## src/hdl/rcss_pkg.sv

```systemverilog
package rcss_pkg;

  localparam logic [1:0] OP_TICK   = 2'd0;
  localparam logic [1:0] OP_SCAN   = 2'd1;
  localparam logic [1:0] OP_REPORT = 2'd2;

  localparam logic [1:0] CFG_IDLE_PERIOD   = 2'd0;
  localparam logic [1:0] CFG_KEY_PERIOD    = 2'd1;
  localparam logic [1:0] CFG_REPEAT_TARGET = 2'd2;
  localparam int         CFG_DATA_W        = 10;

  localparam logic [9:0] IDLE_PERIOD_RST   = 10'd50;
  localparam logic [9:0] KEY_PERIOD_RST    = 10'd5;
  localparam logic [7:0] REPEAT_TARGET_RST = 8'd10;

  localparam logic [3:0] KEY_NONE  = 4'd0;
  localparam logic [3:0] KEY_MODE  = 4'd9;
  localparam logic [3:0] KEY_START = 4'd10;

  localparam logic [11:0] ADC_CENTRE  = 12'd2048;
  localparam int          AXIS_GAIN   = 101;
  localparam int          AXIS_SPAN   = 2049;
  localparam logic [6:0]  AXIS_LIMIT  = 7'd100;
  localparam int          RECIP_SHIFT = 24;
  localparam int          RECIP_W     = 22;

  localparam logic [3:0] LEVEL3_MIN = 4'd9;
  localparam logic [3:0] LEVEL2_MIN = 4'd5;
  localparam logic [3:0] LEVEL1_MIN = 4'd1;

  localparam int QUEUE_DEPTH = 4;

  typedef enum logic [1:0] {
    KIND_TICK,
    KIND_SCAN,
    KIND_REPORT,
    KIND_NONE
  } kind_t;

  typedef struct packed {
    logic [1:0]  operation;
    logic [3:0]  key_code;
    logic [11:0] adc_left_horizontal;
    logic [11:0] adc_left_vertical;
    logic [11:0] adc_right_horizontal;
    logic [11:0] adc_right_vertical;
    logic        sent_ok;
  } in_item_t;

  typedef struct packed {
    logic              send_request;
    logic              running;
    logic              mode_out;
    logic signed [7:0] left_horizontal;
    logic signed [7:0] left_vertical;
    logic signed [7:0] right_horizontal;
    logic signed [7:0] right_vertical;
    logic [3:0]        pending_key_out;
    logic [7:0]        key_sequence_out;
    logic [3:0]        hit_count;
    logic [1:0]        signal_level;
  } out_item_t;

  typedef struct packed {
    kind_t           kind;
    logic [3:0]      key;
    logic            sent_ok;
    logic [3:0][6:0] axis_mag;
    logic [3:0]      axis_neg;
  } cmd_t;

endpackage

```

## src/hdl/remote_control_send_scheduler.sv

```systemverilog
// Channel   Direction  Handshake               Payload
// in_       input      in_valid / in_ready     rcss_pkg::in_item_t
// out_      output     out_valid / out_ready   rcss_pkg::out_item_t
// cfg_      input      cfg_we                  cfg_index, cfg_data
//
// One request is taken per cycle while in_ready is high.
// The stages are the classifying front register with the axis reciprocal multiply,
// a four-entry queue, and the state update in the back end feeding the output register.
// Reset is synchronous, active low; it restores register defaults, clears control state.
// A stalled output holds the back end; the output register, the queue and the front
// register then hold up to six requests before in_ready falls.
module remote_control_send_scheduler #(
  parameter int DEAD_ZONE     = 100,
  parameter int WINDOW_LENGTH = 10
) (
  input  logic                            clk,
  input  logic                            rst_n,
  input  logic                            in_valid,
  output logic                            in_ready,
  input  rcss_pkg::in_item_t              in_data,
  output logic                            out_valid,
  input  logic                            out_ready,
  output rcss_pkg::out_item_t             out_data,
  input  logic                            cfg_we,
  input  logic [1:0]                      cfg_index,
  input  logic [rcss_pkg::CFG_DATA_W-1:0] cfg_data
);

  logic           push_valid;
  logic           push_ready;
  rcss_pkg::cmd_t push_data;
  logic           pop_valid;
  logic           pop_ready;
  rcss_pkg::cmd_t pop_data;

  rcss_front #(
    .DEAD_ZONE (DEAD_ZONE)
  ) u_front (
    .clk        (clk),
    .rst_n      (rst_n),
    .in_valid   (in_valid),
    .in_ready   (in_ready),
    .in_data    (in_data),
    .push_valid (push_valid),
    .push_ready (push_ready),
    .push_data  (push_data)
  );

  rcss_queue u_queue (
    .clk        (clk),
    .rst_n      (rst_n),
    .push_valid (push_valid),
    .push_ready (push_ready),
    .push_data  (push_data),
    .pop_valid  (pop_valid),
    .pop_ready  (pop_ready),
    .pop_data   (pop_data)
  );

  rcss_back #(
    .WINDOW_LENGTH (WINDOW_LENGTH)
  ) u_back (
    .clk       (clk),
    .rst_n     (rst_n),
    .cfg_we    (cfg_we),
    .cfg_index (cfg_index),
    .cfg_data  (cfg_data),
    .cmd_valid (pop_valid),
    .cmd_ready (pop_ready),
    .cmd       (pop_data),
    .out_valid (out_valid),
    .out_ready (out_ready),
    .out_data  (out_data)
  );

endmodule

```

## src/hdl/rcss_front.sv

```systemverilog
module rcss_front #(
  parameter int DEAD_ZONE = 100
) (
  input  logic              clk,
  input  logic              rst_n,
  input  logic              in_valid,
  output logic              in_ready,
  input  rcss_pkg::in_item_t in_data,
  output logic              push_valid,
  input  logic              push_ready,
  output rcss_pkg::cmd_t    push_data
);

  localparam int Span = rcss_pkg::AXIS_SPAN - DEAD_ZONE;
  localparam longint unsigned RecipFull =
    ((longint'(rcss_pkg::AXIS_GAIN) << rcss_pkg::RECIP_SHIFT) + longint'(Span) - 1) / Span;
  localparam logic [rcss_pkg::RECIP_W-1:0] Recip = rcss_pkg::RECIP_W'(RecipFull);
  localparam logic [11:0] DeadZone = 12'(DEAD_ZONE);
  localparam int ProdW = 12 + rcss_pkg::RECIP_W;

  logic [3:0][11:0] adc;
  logic [3:0][11:0] mag_dz;
  logic [3:0]       neg;
  rcss_pkg::kind_t  kind;

  logic             s1_valid_r;
  rcss_pkg::kind_t  s1_kind_r;
  logic [3:0]       s1_key_r;
  logic             s1_ok_r;
  logic [3:0][11:0] s1_mag_r;
  logic [3:0]       s1_neg_r;

  logic [3:0][ProdW-1:0] prod;
  logic [3:0][9:0]       quot;
  logic [3:0][6:0]       quot_sat;

  assign adc[0] = in_data.adc_left_horizontal;
  assign adc[1] = in_data.adc_left_vertical;
  assign adc[2] = in_data.adc_right_horizontal;
  assign adc[3] = in_data.adc_right_vertical;

  always_comb begin
    for (int i = 0; i < 4; i++) begin
      logic [11:0] mag;
      neg[i] = ~adc[i][11];
      mag = adc[i][11] ? {1'b0, adc[i][10:0]} : (rcss_pkg::ADC_CENTRE - adc[i]);
      mag_dz[i] = (mag > DeadZone) ? (mag - DeadZone) : 12'd0;
    end
  end

  always_comb begin
    case (in_data.operation)
      rcss_pkg::OP_TICK:   kind = rcss_pkg::KIND_TICK;
      rcss_pkg::OP_SCAN:   kind = rcss_pkg::KIND_SCAN;
      rcss_pkg::OP_REPORT: kind = rcss_pkg::KIND_REPORT;
      default:             kind = rcss_pkg::KIND_NONE;
    endcase
  end

  assign in_ready = ~s1_valid_r | push_ready;

  always_ff @(posedge clk) begin
    if (!rst_n) begin
      s1_valid_r <= 1'b0;
    end else if (in_ready) begin
      s1_valid_r <= in_valid;
    end
    if (in_valid && in_ready) begin
      s1_kind_r <= kind;
      s1_key_r  <= in_data.key_code;
      s1_ok_r   <= in_data.sent_ok;
      s1_mag_r  <= mag_dz;
      s1_neg_r  <= neg;
    end
  end

  always_comb begin
    for (int i = 0; i < 4; i++) begin
      prod[i] = ProdW'(s1_mag_r[i]) * ProdW'(Recip);
      quot[i] = prod[i][rcss_pkg::RECIP_SHIFT +: 10];
      quot_sat[i] = (quot[i] > 10'(rcss_pkg::AXIS_LIMIT)) ? rcss_pkg::AXIS_LIMIT : quot[i][6:0];
    end
  end

  assign push_valid          = s1_valid_r;
  assign push_data.kind      = s1_kind_r;
  assign push_data.key       = s1_key_r;
  assign push_data.sent_ok   = s1_ok_r;
  assign push_data.axis_mag  = quot_sat;
  assign push_data.axis_neg  = s1_neg_r;

endmodule

```

## src/hdl/rcss_queue.sv

```systemverilog
module rcss_queue (
  input  logic           clk,
  input  logic           rst_n,
  input  logic           push_valid,
  output logic           push_ready,
  input  rcss_pkg::cmd_t push_data,
  output logic           pop_valid,
  input  logic           pop_ready,
  output rcss_pkg::cmd_t pop_data
);

  localparam int PtrW = $clog2(rcss_pkg::QUEUE_DEPTH);
  localparam int CntW = $clog2(rcss_pkg::QUEUE_DEPTH + 1);
  localparam logic [PtrW-1:0] LastPtr = PtrW'(rcss_pkg::QUEUE_DEPTH - 1);
  localparam logic [CntW-1:0] Full    = CntW'(rcss_pkg::QUEUE_DEPTH);

  rcss_pkg::cmd_t  entry_r [rcss_pkg::QUEUE_DEPTH];
  logic [PtrW-1:0] wr_ptr_r;
  logic [PtrW-1:0] rd_ptr_r;
  logic [CntW-1:0] count_r;
  logic            do_push;
  logic            do_pop;

  assign push_ready = (count_r != Full);
  assign pop_valid  = (count_r != '0);
  assign pop_data   = entry_r[rd_ptr_r];
  assign do_push    = push_valid & push_ready;
  assign do_pop     = pop_valid & pop_ready;

  always_ff @(posedge clk) begin
    if (!rst_n) begin
      wr_ptr_r <= '0;
      rd_ptr_r <= '0;
      count_r  <= '0;
    end else begin
      if (do_push) begin
        wr_ptr_r <= (wr_ptr_r == LastPtr) ? '0 : wr_ptr_r + 1'b1;
      end
      if (do_pop) begin
        rd_ptr_r <= (rd_ptr_r == LastPtr) ? '0 : rd_ptr_r + 1'b1;
      end
      if (do_push && !do_pop) begin
        count_r <= count_r + 1'b1;
      end else if (do_pop && !do_push) begin
        count_r <= count_r - 1'b1;
      end
    end
    if (do_push) begin
      entry_r[wr_ptr_r] <= push_data;
    end
  end

`ifndef SYNTHESIS
  a_count_bound: assert property (@(posedge clk) disable iff (!rst_n)
    count_r <= Full)
    else $error("Request queue holds more entries than its depth.");
`endif

endmodule

```

## src/hdl/rcss_back.sv

```systemverilog
module rcss_back #(
  parameter int WINDOW_LENGTH = 10
) (
  input  logic                            clk,
  input  logic                            rst_n,
  input  logic                            cfg_we,
  input  logic [1:0]                      cfg_index,
  input  logic [rcss_pkg::CFG_DATA_W-1:0] cfg_data,
  input  logic                            cmd_valid,
  output logic                            cmd_ready,
  input  rcss_pkg::cmd_t                  cmd,
  output logic                            out_valid,
  input  logic                            out_ready,
  output rcss_pkg::out_item_t             out_data
);

  logic [9:0] idle_period_r;
  logic [9:0] key_period_r;
  logic [7:0] repeat_target_r;

  logic                     started_r, started_nxt;
  logic                     mode_r, mode_nxt;
  logic [9:0]               tick_r, tick_nxt;
  logic                     due_r, due_nxt;
  logic [3:0]               pending_r, pending_nxt;
  logic [7:0]               seq_r, seq_nxt;
  logic [7:0]               repeats_r, repeats_nxt;
  logic [3:0][7:0]          axis_r, axis_nxt;
  logic [WINDOW_LENGTH-1:0] ring_r, ring_nxt;
  logic [3:0]               hits_r, hits_nxt;
  logic                     send_nxt;
  logic [1:0]               level_nxt;

  logic                     out_valid_r;
  rcss_pkg::out_item_t      out_data_r, out_data_nxt;

  logic                     take;
  logic [9:0]               period;
  logic [9:0]               tick_inc;
  logic [7:0]               seq_inc;
  logic [7:0]               repeats_dec;
  logic [WINDOW_LENGTH:0]   ring_ext;

  assign cmd_ready = ~out_valid_r | out_ready;
  assign take      = cmd_valid & cmd_ready;
  assign out_valid = out_valid_r;
  assign out_data  = out_data_r;

  always_ff @(posedge clk) begin
    if (!rst_n) begin
      idle_period_r   <= rcss_pkg::IDLE_PERIOD_RST;
      key_period_r    <= rcss_pkg::KEY_PERIOD_RST;
      repeat_target_r <= rcss_pkg::REPEAT_TARGET_RST;
    end else if (cfg_we) begin
      case (cfg_index)
        rcss_pkg::CFG_IDLE_PERIOD:   idle_period_r   <= cfg_data;
        rcss_pkg::CFG_KEY_PERIOD:    key_period_r    <= cfg_data;
        rcss_pkg::CFG_REPEAT_TARGET: repeat_target_r <= cfg_data[7:0];
        default: ;
      endcase
    end
  end

  assign period      = (pending_r != rcss_pkg::KEY_NONE) ? key_period_r : idle_period_r;
  assign tick_inc    = tick_r + 10'd1;
  assign seq_inc     = (seq_r == 8'hFF) ? 8'd1 : seq_r + 8'd1;
  assign repeats_dec = (repeats_r != 8'd0) ? repeats_r - 8'd1 : 8'd0;
  assign ring_ext    = {ring_r, cmd.sent_ok};

  always_comb begin
    started_nxt = started_r;
    mode_nxt    = mode_r;
    tick_nxt    = tick_r;
    due_nxt     = due_r;
    pending_nxt = pending_r;
    seq_nxt     = seq_r;
    repeats_nxt = repeats_r;
    axis_nxt    = axis_r;
    ring_nxt    = ring_r;
    hits_nxt    = hits_r;
    send_nxt    = 1'b0;
    case (cmd.kind)
      rcss_pkg::KIND_TICK: begin
        if (tick_inc >= period) begin
          tick_nxt = 10'd0;
          due_nxt  = 1'b1;
        end else begin
          tick_nxt = tick_inc;
        end
      end
      rcss_pkg::KIND_SCAN: begin
        if (!started_r) begin
          started_nxt = (cmd.key == rcss_pkg::KEY_START);
        end else begin
          for (int i = 0; i < 4; i++) begin
            logic [7:0] m8;
            m8 = {1'b0, cmd.axis_mag[i]};
            axis_nxt[i] = cmd.axis_neg[i] ? (~m8 + 8'd1) : m8;
          end
          if (cmd.key != rcss_pkg::KEY_NONE) begin
            pending_nxt = cmd.key;
            seq_nxt     = seq_inc;
            repeats_nxt = repeat_target_r;
          end
          if (cmd.key == rcss_pkg::KEY_MODE) begin
            mode_nxt = ~mode_r;
          end
          send_nxt = due_r | (cmd.key != rcss_pkg::KEY_NONE);
          due_nxt  = 1'b0;
        end
      end
      rcss_pkg::KIND_REPORT: begin
        if (cmd.sent_ok) begin
          repeats_nxt = repeats_dec;
          if (repeats_dec == 8'd0) begin
            pending_nxt = rcss_pkg::KEY_NONE;
          end
        end
        ring_nxt = ring_ext[WINDOW_LENGTH-1:0];
        hits_nxt = hits_r + {3'd0, cmd.sent_ok} - {3'd0, ring_r[WINDOW_LENGTH-1]};
      end
      default: ;
    endcase

    if (hits_nxt >= rcss_pkg::LEVEL3_MIN) begin
      level_nxt = 2'd3;
    end else if (hits_nxt >= rcss_pkg::LEVEL2_MIN) begin
      level_nxt = 2'd2;
    end else if (hits_nxt >= rcss_pkg::LEVEL1_MIN) begin
      level_nxt = 2'd1;
    end else begin
      level_nxt = 2'd0;
    end

    out_data_nxt.send_request     = send_nxt;
    out_data_nxt.running          = started_nxt;
    out_data_nxt.mode_out         = mode_nxt;
    out_data_nxt.left_horizontal  = $signed(axis_nxt[0]);
    out_data_nxt.left_vertical    = $signed(axis_nxt[1]);
    out_data_nxt.right_horizontal = $signed(axis_nxt[2]);
    out_data_nxt.right_vertical   = $signed(axis_nxt[3]);
    out_data_nxt.pending_key_out  = pending_nxt;
    out_data_nxt.key_sequence_out = seq_nxt;
    out_data_nxt.hit_count        = hits_nxt;
    out_data_nxt.signal_level     = level_nxt;
  end

  always_ff @(posedge clk) begin
    if (!rst_n) begin
      started_r   <= 1'b0;
      mode_r      <= 1'b0;
      tick_r      <= '0;
      due_r       <= 1'b0;
      pending_r   <= rcss_pkg::KEY_NONE;
      seq_r       <= '0;
      repeats_r   <= '0;
      axis_r      <= '0;
      ring_r      <= '0;
      hits_r      <= '0;
      out_valid_r <= 1'b0;
    end else begin
      if (take) begin
        started_r <= started_nxt;
        mode_r    <= mode_nxt;
        tick_r    <= tick_nxt;
        due_r     <= due_nxt;
        pending_r <= pending_nxt;
        seq_r     <= seq_nxt;
        repeats_r <= repeats_nxt;
        axis_r    <= axis_nxt;
        ring_r    <= ring_nxt;
        hits_r    <= hits_nxt;
      end
      if (cmd_ready) begin
        out_valid_r <= cmd_valid;
      end
    end
    if (take) begin
      out_data_r <= out_data_nxt;
    end
  end

`ifndef SYNTHESIS
  a_seq_nonzero: assert property (@(posedge clk) disable iff (!rst_n)
    pending_r != rcss_pkg::KEY_NONE |-> seq_r != 8'd0)
    else $error("A key is pending with a zero sequence number.");
`endif

`ifndef SYNTHESIS
  a_started_sticky: assert property (@(posedge clk) disable iff (!rst_n)
    started_r |=> started_r)
    else $error("The running flag fell without a reset.");
`endif

`ifndef SYNTHESIS
  a_hits_match: assert property (@(posedge clk) disable iff (!rst_n)
    hits_r == 4'($countones(ring_r)))
    else $error("Success count disagrees with the outcome window.");
`endif

`ifndef SYNTHESIS
  a_send_running: assert property (@(posedge clk) disable iff (!rst_n)
    out_valid_r && out_data_r.send_request |-> out_data_r.running)
    else $error("A send was requested before the start key.");
`endif

endmodule
```

## config.mk

```make
export PLATFORM = sky130hd
export DESIGN_NAME = remote_control_send_scheduler
export DESIGN_NICKNAME = d
export VERILOG_FILES = /design/src/hdl/rcss_pkg.sv /design/src/hdl/remote_control_send_scheduler.sv /design/src/hdl/rcss_front.sv /design/src/hdl/rcss_queue.sv /design/src/hdl/rcss_back.sv
export SDC_FILE = /design/constraint.sdc
export NUM_CORES = 1
export LEC_CHECK = 0
export BUFFER_PORTS_ARGS = -buffer_cell sky130_fd_sc_hd__buf_2
export CORE_ASPECT_RATIO = 1.75
export CORE_MARGIN = 10
export CORE_UTILIZATION = 45
export CTS_BUF_LIST = sky130_fd_sc_hd__clkbuf_4 sky130_fd_sc_hd__clkbuf_8 sky130_fd_sc_hd__clkbuf_16
export DETAILED_ROUTE_END_ITERATION = 8
export SLEW_MARGIN = 20
export SYNTH_ARGS = -nofsm -noshare
export SYNTH_HDL_FRONTEND = slang
export SYNTH_SLANG_ARGS = --single-unit
export TNS_END_PERCENT = 5
```

## constraint.sdc

```tcl
create_clock -name clk -period 7.9 [get_ports clk]
set_input_delay 0.79 -clock clk [delete_from_list [all_inputs] [get_ports clk]]
set_output_delay 0.79 -clock clk [all_outputs]
set_load 0.01 [all_outputs]
```

==> impl_metrics.csv <==
group,metric,value,unit
global_route,grt_max_degree,117,
clock_network,post_cts_buffers,0,
logic_synthesis,synth_cell_types,93,
critical_path,max_stage_delay,0.66,ns
min_path,whs_path_depth,1,
cells_and_area,final_cell_mix,"451 x ha_1, 433 x inv_1, 268 x edfxtp_1, 225 x nand2_1, 154 x fa_1",
critical_path,cp_top_family,"adder cells",
logic_synthesis,seq_area_frac_synth,35.1,%
clock_network,clkLatencyLatePin,0.57,ns
logic_synthesis,yosysTopAreaCell,"edfxtp_1",
global_route,grt_pass1_vias,21400,
logic_synthesis,synth_warnings,0,
cells_and_area,fill_cells,5897,
min_path,worstHoldEndpoint,"u_front.s1_key_r[1]",
timing,hold_viol,0,
timing,finClkSkew,0.0176,ns
critical_path,worstSetupStartpointType,"register",
routing,drt_iter0_drc,790,
place,routabilityCongestion,0.925,
logic_synthesis,synth_top_cell_area_share,27.2,%
routing,wirelength,66.8,mm
clock_network,cts_made_buffers,39,
timing,worst_pin_slew,0.930,ns
cells_and_area,nets,3558,
critical_path,critical_path_buf_inv_count,4,
outcome,status,"complete, no violations",
min_path,hold_class,"in2reg",
cells_and_area,final_cell_area,32600,um2
clock_network,clockRootBuffer,"clkbuf_16",
clock_network,clockBufferDepth,3,
place,placed_cell_area,31200,um2
critical_path,critPathArrivalTime,6.04,ns
die,io_pins,127,
critical_path,crit_chain,"ha_1, ha_1, inv_1, fa_1, inv_1, fa_1, inv_1, fa_1, inv_1, ha_1, a211oi_1, nand2_1, o2111a_1, a2111oi_0, o21a_1, o21ai_0, xor2_1, nor3_1",
timing,finalSetupTns,0,ns
logic_synthesis,synth.area.top_cells,"edfxtp_1 27%, ha_1 19%, fa_1 10%",
routing,wl_per_cell,17.6,um
logic_synthesis,syn_avg_cell_area,10.7,um2
critical_path,endpoint_kind,"register",
die,rows,124,
logic_synthesis,syn-cell-area,29600,um2
min_path,hp-start,"in_data[50]",
cells_and_area,n_antenna_cell,0,
critical_path,r2r_slack,2.17,ns
logic_synthesis,async_flop_share,0,%
global_route,gr-usage-all-layers,17.3,%
place,hpwl,53.9,mm
power,leakage,0.0150,uW
critical_path,path_max_fanout,7,
timing,min_period,5.73,ns
routing,firstDrtPassIters,5,
clock_network,htree_levels,2,
clock_network,ctsHoldBuffers,0,
critical_path,crit_slowest_cell,"a2111oi_0",
logic_synthesis,synth_edf_count,268,
cells_and_area,syn_to_final_growth,9.94,%
power,irDropWorstVdd,0.229,mV
logic_synthesis,syn_inst,2767,
routing,viasPerCell,5.30,
critical_path,r2r_cells,18,
timing,rsz0062_at_grt,"false",
die,start_util,45.4,%
die,core_area,65300,um2
timing,slew_headroom,38.0,%
global_route,antenna_found_initial,2,
global_route,grt_pass1_wl,109,mm
timing,setup_viol,0,
clock_network,ctsResizeCount,0,
timing,fmax,0.175,GHz
critical_path,r2r_start,"u_front.s1_mag_r[46]",
critical_path,cpMostUsedCell,"inv_1",
die,die_area,76900,um2
logic_synthesis,synth_fp_nets,3444,
logic_synthesis,ys_ff_latch,386,
power,power_density,464,nW/um2
critical_path,cp_data_required_time,8.21,ns
place,portBuffers,126,
clock_network,cts.sinks,386,
die,die_y,359,um
timing,drv_slew,0,
clock_network,clk_pin_slew,0.06,ns
logic_synthesis,synthFlopType,"edfxtp_1",
cells_and_area,layout_commonest_cell,"ha_1",
cells_and_area,drive_above_1_share,10.0,%
job,maxCapViolations,0,
die,die_w,214,um
critical_path,rr_endpoint,"u_queue.entry_r[1][25]",
global_route,overflow,0,
routing,drc,0,
critical_path,criticalPathCategory,"reg2reg",
clock_network,cts_tree,"built",
routing,vias,20100,
timing,final.period_utilization,72.5,%
routing,ant_nets,0,
[metal layers]
layer,global-route usage (%),part of all wire [%],vias to the layer above
met5,0,0.045,-
met4,7.70,4.2,4
met3,2.41,3.0,133
met2,32.6,53,341
met1,18.7,40,9722
li1,-,-,9885
[Yosys cell counts, types with 31 or more instances]
cell type	number
nor2b_1	43
dfxtp_1	118
xor2_1	53
a21oi_1	91
nor2_1	137
fa_1	154
a21boi_0	31
mux2i_1	44
ha_1	451
nand3_1	34
edfxtp_1	268
inv_1	434
mux4_2	36
xnor2_1	77
nor3_1	40
o21ai_0	90
clkbuf_1	50
nand2_1	225
[power breakdown]
group          switching, uW  internal, uW
Combinational           5810          3840
Clock                    813          1160
Sequential               259          3220
[cells by family (layout without fill, tap and decap cells)]
group | Yosys count | count (layout) | synth area share, %
and+or+nand+nor | 646 | 646 | 10.8
adders and majority gates | 605 | 605 | 29.5
buffers and inverters | 498 | 642 | 6.49
AOI/OAI and AO/OA | 415 | 415 | 9.63
DFF | 386 | 386 | 35.1
xor gates and xnor gates | 130 | 130 | 3.84
muxes | 87 | 87 | 4.64
[through the flow]
| stage | instances | power, uW | setup slack (ns) | utilization [%] | hold slack (ns) |
|---|---|---|---|---|---|
| 3_5_place_dp | 3722 | 13200 | 2.14 | 47.7 | 0.451 |
| 4_1_cts | 3793 | 15300 | 2.10 | 49.8 | 0.346 |
| 6_report | 3793 | 15100 | 2.17 | 49.9 | 0.393 |
| 3_3_place_gp | 3722 | 12900 | 2.20 | 47.7 | 0.441 |
| 5_1_grt | 3793 | 16700 | 1.78 | 49.9 | 0.363 |
| 2_1_floorplan | 2767 | 10600 | 2.73 | - | 0.435 |
[state kept, by name, indices dropped and copies added, names as in the netlist, 2 cells and up, named ones only]
signal / flops
u_front.s1_kind_r: 2
u_back.hits_r: 4
u_back.seq_r: 8
u_back.repeats_r: 8
u_back.idle_period_r: 10
u_queue.entry_r: 156
u_back.out_data: 53
u_front.s1_neg_r: 4
u_front.s1_key_r: 4
u_back.repeat_target_r: 8
u_front.s1_mag_r: 48
u_back.key_period_r: 10
u_back.tick_r: 10
u_queue.count_r: 3
u_back.ring_r: 10
u_back.axis_r: 32
u_back.pending_r: 4
u_queue.wr_ptr_r: 2
u_queue.rd_ptr_r: 2
[worst max path at each step]
stage                                    start  depth (start not counted)  slack (ns)                     end
after floorplan           u_front.s1_mag_r[46]                         18        2.73  u_queue.entry_r[0][25]
after global placement    u_front.s1_mag_r[46]                         18        2.20  u_queue.entry_r[0][25]
after detailed placement  u_front.s1_mag_r[46]                         18        2.14  u_queue.entry_r[0][25]
after CTS                 u_front.s1_mag_r[46]                         18        2.10  u_queue.entry_r[0][25]
after global routing      u_front.s1_mag_r[34]                         17        1.78  u_queue.entry_r[1][19]
final                     u_front.s1_mag_r[46]                         18        2.17  u_queue.entry_r[1][25]
[area by class of cell]
type	count	area (um2)	share of cell area (%)
timing repair buffer	136	709	2.18
clock buffer	51	1140	3.50
sequential	386	10400	32.0
inverter	435	1630	5.01
clock inverter	20	238	0.730
multi-input combinational	1883	17300	53.2
tap	882	1100	3.39
Note: power is estimated with default switching activity, not from simulation.
